[config.mk]
export PLATFORM = sky130hd
export DESIGN_NAME = xorshift_ranged_integer_draw_flat
export DESIGN_NICKNAME = d
export VERILOG_FILES = /design/src/hw/rtl/xrd_pkg.sv /design/src/hw/rtl/xrd_in_if.sv /design/src/hw/rtl/xrd_out_if.sv /design/src/hw/rtl/xorshift_ranged_integer_draw.sv /design/src/hw/rtl/xrd_front.sv /design/src/hw/rtl/xrd_queue.sv /design/src/hw/rtl/xrd_back.sv /design/src/flat_wrapper.sv
export SDC_FILE = /design/constraint.sdc
export NUM_CORES = 2
export LEC_CHECK = 0
export BUFFER_PORTS_ARGS = -buffer_cell sky130_fd_sc_hd__buf_2
export CAP_MARGIN = 30
export CORE_UTILIZATION = 42
export CTS_BUF_LIST = sky130_fd_sc_hd__clkbuf_16
export CTS_CLUSTER_SIZE = 14
export DETAILED_ROUTE_END_ITERATION = 10
export PLACE_DENSITY = 0.58
export SLEW_MARGIN = 0
export SYNTH_ARGS = -nofsm -noshare
export SYNTH_HDL_FRONTEND = slang
export SYNTH_HIERARCHICAL = 1
export SYNTH_SLANG_ARGS = --single-unit
[constraint.sdc]
create_clock -name clk -period 28.9 [get_ports clk]
set_input_delay 2.89 -clock clk [delete_from_list [all_inputs] [get_ports clk]]
set_output_delay 2.89 -clock clk [all_outputs]
set_load 0.005 [all_outputs]
[src/hw/rtl/xrd_pkg.sv]
// shared types, constants and helpers for the ranged xorshift draw
`default_nettype none
package xrd_pkg;

  localparam int DATA_W      = 64;
  localparam int CNT_W       = $clog2(DATA_W);
  localparam int QUEUE_DEPTH = 2;
  localparam int PTR_W       = $clog2(QUEUE_DEPTH);

  localparam logic [DATA_W-1:0] GEN_RESET = 64'h0000_DEAD_BEEF_0000;
  localparam int SHIFT_A = 3;
  localparam int SHIFT_B = 27;
  localparam int SHIFT_C = 11;

  localparam logic [1:0] CMD_DRAW = 2'd0;
  localparam logic [1:0] CMD_SEED = 2'd1;
  localparam logic [1:0] CMD_READ = 2'd2;

  typedef struct packed {
    logic              divide;
    logic              zero;
    logic [DATA_W-1:0] dividend;
    logic [DATA_W-1:0] span;
    logic [DATA_W-1:0] addend;
    logic [DATA_W-1:0] state;
  } job_t;

  typedef enum logic [1:0] {
    BK_IDLE,
    BK_DIV,
    BK_HOLD
  } bk_state_t;

  function automatic logic [DATA_W-1:0] xs_advance(input logic [DATA_W-1:0] s);
    logic [DATA_W-1:0] n;
    n = s;
    n = n ^ (n << SHIFT_A);
    n = n ^ (n >> SHIFT_B);
    n = n ^ (n << SHIFT_C);
    return n;
  endfunction

endpackage
`default_nettype wire

[src/hw/rtl/xrd_in_if.sv]
// input channel: command word with bounds and seed
`default_nettype none
interface xrd_in_if;
  logic                          valid;
  logic                          ready;
  logic [1:0]                    command;
  logic signed [xrd_pkg::DATA_W-1:0] low_bound;
  logic signed [xrd_pkg::DATA_W-1:0] high_bound;
  logic [xrd_pkg::DATA_W-1:0]    seed_value;

  modport source(output valid, command, low_bound, high_bound, seed_value, input ready);
  modport sink(input valid, command, low_bound, high_bound, seed_value, output ready);
endinterface
`default_nettype wire

[src/hw/rtl/xrd_out_if.sv]
// result channel: drawn value, state and zero span flag
`default_nettype none
interface xrd_out_if;
  logic                          valid;
  logic                          ready;
  logic signed [xrd_pkg::DATA_W-1:0] drawn_value;
  logic [xrd_pkg::DATA_W-1:0]    state_value;
  logic                          zero_span;

  modport source(output valid, drawn_value, state_value, zero_span, input ready);
  modport sink(input valid, drawn_value, state_value, zero_span, output ready);
endinterface
`default_nettype wire

[src/hw/rtl/xorshift_ranged_integer_draw.sv]
// top level of the ranged xorshift integer draw
//
// channel   dir  handshake     payload
// in_ch     in   valid/ready   command, low_bound, high_bound, seed_value
// out_ch    out  valid/ready   drawn_value, state_value, zero_span
//
// a draw with a non-zero span goes from queue to result register through pop,
// the 64 steps of the one-bit remainder unit and the offset add
// seed, read, spare and zero-span words skip the remainder steps in the back end
// the front takes a word whenever the two-entry queue has room
// reset is synchronous, active low, and loads the generator seed constant
`default_nettype none
module xorshift_ranged_integer_draw (
  input  wire logic clk,
  input  wire logic rst_n,
  xrd_in_if.sink    in_ch,
  xrd_out_if.source out_ch
);

  xrd_pkg::job_t push_data;
  xrd_pkg::job_t pop_data;
  logic          push;
  logic          full;
  logic          pop;
  logic          not_empty;

  xrd_front u_front (
    .clk       (clk),
    .rst_n     (rst_n),
    .in_ch     (in_ch),
    .push_data (push_data),
    .push      (push),
    .full      (full)
  );

  xrd_queue u_queue (
    .clk       (clk),
    .rst_n     (rst_n),
    .push      (push),
    .push_data (push_data),
    .full      (full),
    .pop       (pop),
    .pop_data  (pop_data),
    .not_empty (not_empty)
  );

  xrd_back u_back (
    .clk       (clk),
    .rst_n     (rst_n),
    .not_empty (not_empty),
    .pop_data  (pop_data),
    .pop       (pop),
    .out_ch    (out_ch)
  );

endmodule
`default_nettype wire

[src/hw/rtl/xrd_front.sv]
// front end: accepts words, steps the generator and builds jobs
`default_nettype none
module xrd_front (
  input  wire logic          clk,
  input  wire logic          rst_n,
  xrd_in_if.sink             in_ch,
  output xrd_pkg::job_t      push_data,
  output logic               push,
  input  wire logic          full
);

  logic [xrd_pkg::DATA_W-1:0] gen_r;
  logic [xrd_pkg::DATA_W-1:0] gen_nxt;
  logic [xrd_pkg::DATA_W-1:0] raw;
  logic [xrd_pkg::DATA_W-1:0] span;
  logic                       accept;

  assign in_ch.ready = !full;
  assign accept      = in_ch.valid && !full;
  assign push        = accept;

  assign raw  = xrd_pkg::xs_advance(gen_r);
  assign span = in_ch.high_bound - in_ch.low_bound + xrd_pkg::DATA_W'(1);

  always_comb begin
    gen_nxt   = gen_r;
    push_data = '0;
    push_data.state = gen_r;
    unique case (in_ch.command)
      xrd_pkg::CMD_DRAW: begin
        gen_nxt            = raw;
        push_data.state    = raw;
        push_data.zero     = (span == '0);
        push_data.divide   = (span != '0);
        push_data.dividend = raw;
        push_data.span     = span;
        push_data.addend   = (span != '0) ? in_ch.low_bound : '0;
      end
      xrd_pkg::CMD_SEED: begin
        gen_nxt         = in_ch.seed_value;
        push_data.state = in_ch.seed_value;
      end
      xrd_pkg::CMD_READ: begin
        push_data.state = gen_r;
      end
      default: begin
        push_data.state = gen_r;
      end
    endcase
  end

  always_ff @(posedge clk) begin
    if (!rst_n) begin
      gen_r <= xrd_pkg::GEN_RESET;
    end else if (accept) begin
      gen_r <= gen_nxt;
    end
  end

endmodule
`default_nettype wire

[src/hw/rtl/xrd_queue.sv]
// short job queue between front and back
`default_nettype none
module xrd_queue (
  input  wire logic           clk,
  input  wire logic           rst_n,
  input  wire logic           push,
  input  wire xrd_pkg::job_t  push_data,
  output logic                full,
  input  wire logic           pop,
  output xrd_pkg::job_t       pop_data,
  output logic                not_empty
);

  xrd_pkg::job_t mem_r [xrd_pkg::QUEUE_DEPTH];
  logic [xrd_pkg::PTR_W-1:0] wr_ptr_r;
  logic [xrd_pkg::PTR_W-1:0] rd_ptr_r;
  logic [xrd_pkg::PTR_W:0]   count_r;
  logic [xrd_pkg::PTR_W:0]   count_nxt;

  assign full      = (count_r == (xrd_pkg::PTR_W+1)'(xrd_pkg::QUEUE_DEPTH));
  assign not_empty = (count_r != '0);
  assign pop_data  = mem_r[rd_ptr_r];

  always_comb begin
    count_nxt = count_r;
    priority if (push && !pop) begin
      count_nxt = count_r + (xrd_pkg::PTR_W+1)'(1);
    end else if (pop && !push) begin
      count_nxt = count_r - (xrd_pkg::PTR_W+1)'(1);
    end else begin
      count_nxt = count_r;
    end
  end

  always_ff @(posedge clk) begin
    if (!rst_n) begin
      wr_ptr_r <= '0;
      rd_ptr_r <= '0;
      count_r  <= '0;
    end else begin
      count_r <= count_nxt;
      if (push) begin
        wr_ptr_r <= wr_ptr_r + xrd_pkg::PTR_W'(1);
      end
      if (pop) begin
        rd_ptr_r <= rd_ptr_r + xrd_pkg::PTR_W'(1);
      end
    end
  end

  always_ff @(posedge clk) begin
    if (push) begin
      mem_r[wr_ptr_r] <= push_data;
    end
  end

endmodule
`default_nettype wire

[src/hw/rtl/xrd_back.sv]
// back end: serial remainder, offset add and result register
`default_nettype none
module xrd_back (
  input  wire logic           clk,
  input  wire logic           rst_n,
  input  wire logic           not_empty,
  input  wire xrd_pkg::job_t  pop_data,
  output logic                pop,
  xrd_out_if.source           out_ch
);

  xrd_pkg::bk_state_t state_r;
  xrd_pkg::bk_state_t state_nxt;

  logic [xrd_pkg::CNT_W-1:0]  cnt_r;
  logic [xrd_pkg::DATA_W-1:0] rem_r;
  logic [xrd_pkg::DATA_W-1:0] dvd_r;
  logic [xrd_pkg::DATA_W-1:0] span_r;
  logic [xrd_pkg::DATA_W-1:0] addend_r;
  logic [xrd_pkg::DATA_W-1:0] st_r;
  logic                       zero_r;

  logic                       out_valid_r;
  logic [xrd_pkg::DATA_W-1:0] drawn_r;
  logic [xrd_pkg::DATA_W-1:0] state_val_r;
  logic                       zero_span_r;

  logic [xrd_pkg::DATA_W:0]   rem_sh;
  logic [xrd_pkg::DATA_W:0]   diff;
  logic [xrd_pkg::DATA_W-1:0] rem_step;
  logic                       slot_free;
  logic                       load_out;
  logic                       last_step;

  assign slot_free = !out_valid_r || out_ch.ready;
  assign last_step = (cnt_r == xrd_pkg::CNT_W'(xrd_pkg::DATA_W - 1));

  // one restoring remainder step
  assign rem_sh   = {rem_r, dvd_r[xrd_pkg::DATA_W-1]};
  assign diff     = rem_sh - {1'b0, span_r};
  assign rem_step = diff[xrd_pkg::DATA_W] ? rem_sh[xrd_pkg::DATA_W-1:0]
                                          : diff[xrd_pkg::DATA_W-1:0];

  always_comb begin
    state_nxt = state_r;
    pop       = 1'b0;
    load_out  = 1'b0;
    unique case (state_r)
      xrd_pkg::BK_IDLE: begin
        if (not_empty) begin
          pop       = 1'b1;
          state_nxt = pop_data.divide ? xrd_pkg::BK_DIV : xrd_pkg::BK_HOLD;
        end
      end
      xrd_pkg::BK_DIV: begin
        if (last_step) begin
          state_nxt = xrd_pkg::BK_HOLD;
        end
      end
      xrd_pkg::BK_HOLD: begin
        if (slot_free) begin
          load_out  = 1'b1;
          state_nxt = xrd_pkg::BK_IDLE;
        end
      end
      default: begin
        state_nxt = xrd_pkg::BK_IDLE;
      end
    endcase
  end

  always_ff @(posedge clk) begin
    if (!rst_n) begin
      state_r     <= xrd_pkg::BK_IDLE;
      out_valid_r <= 1'b0;
    end else begin
      state_r <= state_nxt;
      if (load_out) begin
        out_valid_r <= 1'b1;
      end else if (out_ch.ready) begin
        out_valid_r <= 1'b0;
      end
    end
  end

  always_ff @(posedge clk) begin
    if (pop) begin
      cnt_r    <= '0;
      rem_r    <= '0;
      dvd_r    <= pop_data.dividend;
      span_r   <= pop_data.span;
      addend_r <= pop_data.addend;
      st_r     <= pop_data.state;
      zero_r   <= pop_data.zero;
    end else if (state_r == xrd_pkg::BK_DIV) begin
      cnt_r <= cnt_r + xrd_pkg::CNT_W'(1);
      rem_r <= rem_step;
      dvd_r <= {dvd_r[xrd_pkg::DATA_W-2:0], 1'b0};
    end
    if (load_out) begin
      drawn_r     <= rem_r + addend_r;
      state_val_r <= st_r;
      zero_span_r <= zero_r;
    end
  end

  assign out_ch.valid       = out_valid_r;
  assign out_ch.drawn_value = drawn_r;
  assign out_ch.state_value = state_val_r;
  assign out_ch.zero_span   = zero_span_r;

endmodule
`default_nettype wire

[src/flat_wrapper.sv]
// flat-port wrapper written by rule: the top's interface ports become plain ports
module xorshift_ranged_integer_draw_flat 
  (clk, rst_n, in_ch_valid, in_ch_command, in_ch_low_bound, in_ch_high_bound, in_ch_seed_value, in_ch_ready, out_ch_valid, out_ch_drawn_value, out_ch_state_value, out_ch_zero_span, out_ch_ready);
  xrd_in_if in_ch_i ();
  xrd_out_if out_ch_i ();
  input  wire logic clk;
  input  wire logic rst_n;
  input wire logic [$bits(in_ch_i.valid)-1:0] in_ch_valid;
  input wire logic [$bits(in_ch_i.command)-1:0] in_ch_command;
  input wire logic [$bits(in_ch_i.low_bound)-1:0] in_ch_low_bound;
  input wire logic [$bits(in_ch_i.high_bound)-1:0] in_ch_high_bound;
  input wire logic [$bits(in_ch_i.seed_value)-1:0] in_ch_seed_value;
  output wire logic [$bits(in_ch_i.ready)-1:0] in_ch_ready;
  output wire logic [$bits(out_ch_i.valid)-1:0] out_ch_valid;
  output wire logic [$bits(out_ch_i.drawn_value)-1:0] out_ch_drawn_value;
  output wire logic [$bits(out_ch_i.state_value)-1:0] out_ch_state_value;
  output wire logic [$bits(out_ch_i.zero_span)-1:0] out_ch_zero_span;
  input wire logic [$bits(out_ch_i.ready)-1:0] out_ch_ready;
  assign in_ch_i.valid = in_ch_valid;
  assign in_ch_i.command = in_ch_command;
  assign in_ch_i.low_bound = in_ch_low_bound;
  assign in_ch_i.high_bound = in_ch_high_bound;
  assign in_ch_i.seed_value = in_ch_seed_value;
  assign in_ch_ready = in_ch_i.ready;
  assign out_ch_valid = out_ch_i.valid;
  assign out_ch_drawn_value = out_ch_i.drawn_value;
  assign out_ch_state_value = out_ch_i.state_value;
  assign out_ch_zero_span = out_ch_i.zero_span;
  assign out_ch_i.ready = out_ch_ready;
  xorshift_ranged_integer_draw u_core (.clk(clk), .rst_n(rst_n), .in_ch(in_ch_i), .out_ch(out_ch_i));
endmodule
Word level (Yosys, flattened, before mapping)
Memories as Yosys holds them, arrays and structs flattened. A register that Yosys moved wholly into a read port is not among the register bits.
Cells that the tools add are included.
{"block": "totals", "register_bits": 527, "memories": 1, "mem_bits_rw": 516, "word_cells": 77, "inputBits": 198, "out_inout_bits": 131}
{"memory": "u_core.u_queue.mem_r", "words": 2, "word_bits": 258, "read_ports": 1, "rd_ports_with_merged_regs": 1, "write_ports": 1, "line": "xrd_queue.sv:14", "text": "xrd_pkg::job_t mem_r [xrd_pkg::QUEUE_DEPTH];"}
{"block": "classes", "bitwise": 3, "add_sub_neg": 9, "n_eq_ne": 8, "n_reduce_logical": 17, "n_mux": 23}
{"cell": "$mux 64", "n": 4}
{"cell": "$mux 194", "n": 1}
{"cell": "$pmux 64 s2", "n": 1}
{"cell": "$xor 64x64->64", "n": 2}
{"cell": "$sub 65x64->65", "n": 1}
{"cell": "$add 64x2->64 const B", "n": 1}
{"cell": "$add 64x64->64", "n": 1}
{"cell": "$logic_not 64->1", "n": 1}
{"cell": "$reduce_bool 64->1", "n": 1}
{"cell": "$sub 64x64->64", "n": 1}
{"cell": "$xor 64x37->64", "n": 1}
{"cell": "$mux 2", "n": 6}
{"cell": "$mux 1", "n": 10}
{"cell": "$reduce_bool 2->1", "n": 4}
{"cell": "$add 6x1->6 const B", "n": 1}
{"cell": "$eq 6x6->1 const B", "n": 1}
{"cell": "$pmux 2 s3", "n": 1}
{"cell": "$eq 2x1->1 const B", "n": 2}
{"cell": "$eq 2x2->1 const B", "n": 2}
{"cell": "$logic_not 1->1", "n": 4}
{"cell": "$logic_not 2->1", "n": 2}
{"cell": "$ne 2x2->1 const B", "n": 2}
{"cell": "$logic_and 1x1->1", "n": 3}
{"cell": "$reduce_and 3->1", "n": 1}
{"cell": "other kinds (5)", "n": 6}

Depth between registers and ports, before layout
{"block": "logic_depth", "depth_word": 7, "ltp_mapped": 19, "ltp_nobuf": 17}

Cells and area by module
The synthesis kept the hierarchy.
{"module": "xrd_back", "instances": 1, "area_each_um2": 23209.8, "cells_each": 1970, "seq_area_each_um2": 13052.5}
{"module": "xrd_queue", "instances": 1, "area_each_um2": 19688.9, "cells_each": 825, "seq_area_each_um2": 15595.0}
{"module": "xrd_front", "instances": 1, "area_each_um2": 11008.1, "cells_each": 1628, "seq_area_each_um2": 1281.2}

Worst setup path after synthesis
OpenSTA, ideal clock, no wires.
{"block": "synth_path", "kind": "input to register", "start": "input in_ch_valid", "end": "register u_core.u_queue.wr_ptr_r", "arrival_time_ns": 15.849, "t_required_ns": 28.789, "path_stages": 6, "path_slack_ns": 12.940, "cell_sequence": "nand2_1 -> inv_1 -> clkbuf_1 -> buf_1 -> nor2b_1 -> o21a_1"}
{"block": "synth_between", "elab_chain_len": 1}
{"item": "from (decl)", "line": "flat_wrapper.sv:8", "text": "input wire logic [$bits(in_ch_i.valid)-1:0] in_ch_valid;"}
{"item": "$logic_and 1x1->1", "line": "xrd_front.sv:19", "text": "assign accept = in_ch.valid && !full;"}
{"item": "net u_core.push", "line": "xorshift_ranged_integer_draw.sv:22", "text": "logic push;"}
{"item": "to (signal assigned)", "line": "xrd_queue.sv:43", "text": "wr_ptr_r <= wr_ptr_r + xrd_pkg::PTR_W'(1);"}
{"item": "to (decl)", "line": "xrd_queue.sv:15", "text": "logic [xrd_pkg::PTR_W-1:0] wr_ptr_r;"}
The timed path passes the listed nets, and every way through them passes these cells.
A chain may end at the register's enable or synchronous reset.

==> metrics.cfg <==
[clocking]
clock_latency_ns = 0.77
postCtsHoldBufs = 0
cts_tree = built
cts.path.max_buffers = 3
cts_resized = 0
root_buffer = clkbuf_16
path_clk_slew_ns = 0.06
clock_sinks = 1044
postCtsSetupBuffers = 0
cts_buffers = 112
h-tree-depth = 3

[placed_design]
port_buffers = 328
dpl.hpwl_um = 114000
pre_cts_ws_ns = 20.27
postPlaceCellArea_um2 = 57000
dp_cells = 6238
gp_congestion = 0.951

[floorplanning]
dieArea_um2 = 130000
rows = 131
pin_count = 329
die_y_um = 360
die_w_um = 360
start_util_pct = 42.3
design.core.area_um2 = 128000

[grt]
antenna_found_initial = 4
grtUsageTotal_pct = 23.4
grt_pass1_vias = 35456
grt_max_degree = 130
grt_pass1_wl_um = 228000
gr-total-overflow = 0

[timing]
hold_viol = 0
fin_crit_sh_pct = 27.8
min_period_ns = 8.03
slew_headroom_pct = 33.9
finalMaxSlewViolations = 0
tns_ns = 0
rsz0062_at_grt = false
worst_slack_ns = 20.87
worst_slew_pin_slew_ns = 0.992
fmax_mhz = 125
setup_viol = 0
hold_ws_ns = 0.417
final.setup_skew_ns = 0.101

[pwr]
power.density_nw_per_um2 = 88.8
max-vdd-ir-drop_v = 0.0000599
leakage_nw = 23.9

[critical_path]
cp_slowest_cell = buf_4
critPathArrivalTime_ns = 8.40
cp_top_family = compound AO/OA/AOI/OAI gates
cp_data_required_time_ns = 29.28
cp-start-kind = input pin
timing.critical_path.buf_inv = 4
cp-end-kind = register
critPathMaxFanout = 66
path_class = input pin to register
crit_chain = buf_2 -> ha_1 -> inv_1 -> ha_1 -> inv_1 -> fa_1 -> nand2b_1 -> a21o_1 -> a2111o_1 -> nand3_1 -> a21oi_1 -> o41ai_2 -> a31oi_1 -> xor2_1 -> nand4_1 -> nor4_4 -> buf_4 -> nor2_1
r2r_setup_slack_ns = 24.10
critPathMaxStageDelay_ns = 0.78

[final_layout]
area_delta_synth_final_pct = 12.7
stdcell_area_um2 = 60800
fin_cells = 6452
nets = 5147
drive_gt1_share_pct = 19.0

[yosys]
yosys-top-cells-count = 902 x edfxtp_1, 378 x nand2_1, 272 x a21oi_1
synth_area_leaders = edfxtp_1 50%, ha_1 5.9%, mux2_4 5.6%
syn_inst = 4423
syn_area_um2 = 53900
avgSynthCellArea_um2 = 12.2
synth_edf_count = 902
synth.net_count = 4878
ys_async_sr_fraction_pct = 0
yosysMostFrequentCell = edfxtp_1
synth_warnings = 6
ys.flop_type = edfxtp_1
ys_ff_latch = 1044
netlist.area_leader.share_pct = 50.2
yosysUniqueCellTypes = 94
synth_seq_area_share_pct = 55.5
yosysTopAreaCell = edfxtp_1

[worst_hold_path]
hold_path_class = register to register

[status]
outcome = finished clean

[detailed_routing]
ant_nets = 0
drt_pass1_iterations = 5
vias_per_cell = 5.56
avgRoutedWirePerCell_um = 24.0
drt_iter0_drc = 3072
drc = 0
vias = 35900
routed_wl_um = 155000

[flow_run]
drv_cap = 0

flip-flops by register name, indices dropped and copies added (netlist names), named ones only:
name,count
u_core/u_back/addend_r,64
u_core/u_back/cnt_r,6
u_core/u_back/dvd_r,64
u_core/u_back/out_ch.drawn_value,64
u_core/u_back/out_ch.state_value,64
u_core/u_back/out_ch.valid,1
u_core/u_back/out_ch.zero_span,1
u_core/u_back/rem_r,64
u_core/u_back/span_r,64
u_core/u_back/st_r,64
u_core/u_back/state_r,2
u_core/u_back/zero_r,1
u_core/u_front/gen_r,64
u_core/u_queue/count_r,2
u_core/u_queue/mem_r,516
u_core/u_queue/rd_ptr_r,1
u_core/u_queue/wr_ptr_r,1
report_power, final:
part | internal, mW | switching (mW)
combinational | 0.636 | 1.03
clock | 0.804 | 0.623
sequential | 2.17 | 0.134
total | 3.61 | 1.78
worst register-to-register path, stage by stage, from the launching register on:
cell	delay [ns]
edfxtp_1	0.36
inv_1	0.10
ha_1	0.23
fa_1	0.23
nand2b_1	0.16
a21o_1	0.21
a311o_1	0.41
a211oi_2	0.15
o21ai_1	0.50
a21oi_1	0.17
or3b_4	0.46
xor2_4	0.13
buf_4	0.51
buf_4	0.58
mux2i_1	0.31
o21ai_1	0.08
area by class of cell:
cell class	count	area [um^2]
multi-input cells	2976	22200
flip-flops and latches	1044	29900
diodes	1	2.50
fillers	11484	66800
clock inverters	95	816
clock buffers	116	2900
well taps	1662	2080
repair buffers	375	2100
inverters	183	687
per-stage QoR:
stage,util (%),power [mW]
3_3_place_gp,44.6,3.98
4_1_cts,47.6,5.44
2_1_floorplan,-,3.53
3_5_place_dp,44.7,4.00
5_1_grt,47.7,5.66
6_report,47.7,5.40
final timing paths:
| path | start | end | cells past startpoint |
|---|---|---|---|
| hold reg to reg | u_core/u_back/st_r[46]$_DFFE_PP_ | u_core/u_back/out_ch.state_value[46]$_DFFE_PP_ | 0 |
| hold / removal | u_core/u_back/st_r[46]$_DFFE_PP_ | u_core/u_back/out_ch.state_value[46]$_DFFE_PP_ | 0 |
| setup reg to reg | u_core/u_back/dvd_r[63]$_DFFE_PP_ | u_core/u_back/rem_r[25]$_SDFFE_PP0P_ | 15 |
| setup / recovery | in_ch_low_bound[1] | u_core/u_queue/mem_r[0][65]$_DFFE_PP_ | 18 |
metal layers:
| layer | share of wire (%) | track usage, % | wire (um) |
|---|---|---|---|
| met1 | 44 | 31.3 | 67900 |
| met3 | 5.0 | 3.11 | 7770 |
| met5 | 0.0084 | 0 | 13 |
| met4 | 3.0 | 7.80 | 4640 |
| met2 | 48 | 39.2 | 74600 |
cell families after synthesis:
kind of cell | Yosys count | share of synthesized area (%)
flip-flops | 1044 | 55.5
XOR/XNOR | 333 | 5.44
AO/OA/AOI/OAI | 919 | 11.0
AND/OR/NAND/NOR | 1077 | 9.33
adder cells (fa/ha/maj) | 257 | 6.01
buffers and inverters | 403 | 3.34
multiplexers | 390 | 9.39
cell usage in the layout, fill, tap and decap left out, types with 199 or more instances in the layout:
cell      Yosys  layout
a21oi_1     272     272
nand2_1     378     377
buf_2        17     329
o21ai_0     199     199
xnor2_1     203     203
mux2_4      201     201
edfxtp_1    902     902
inv_1       182     210
nor2_1      264     261
ha_1        254     254
Note: power is estimated with default switching activity, not from simulation.
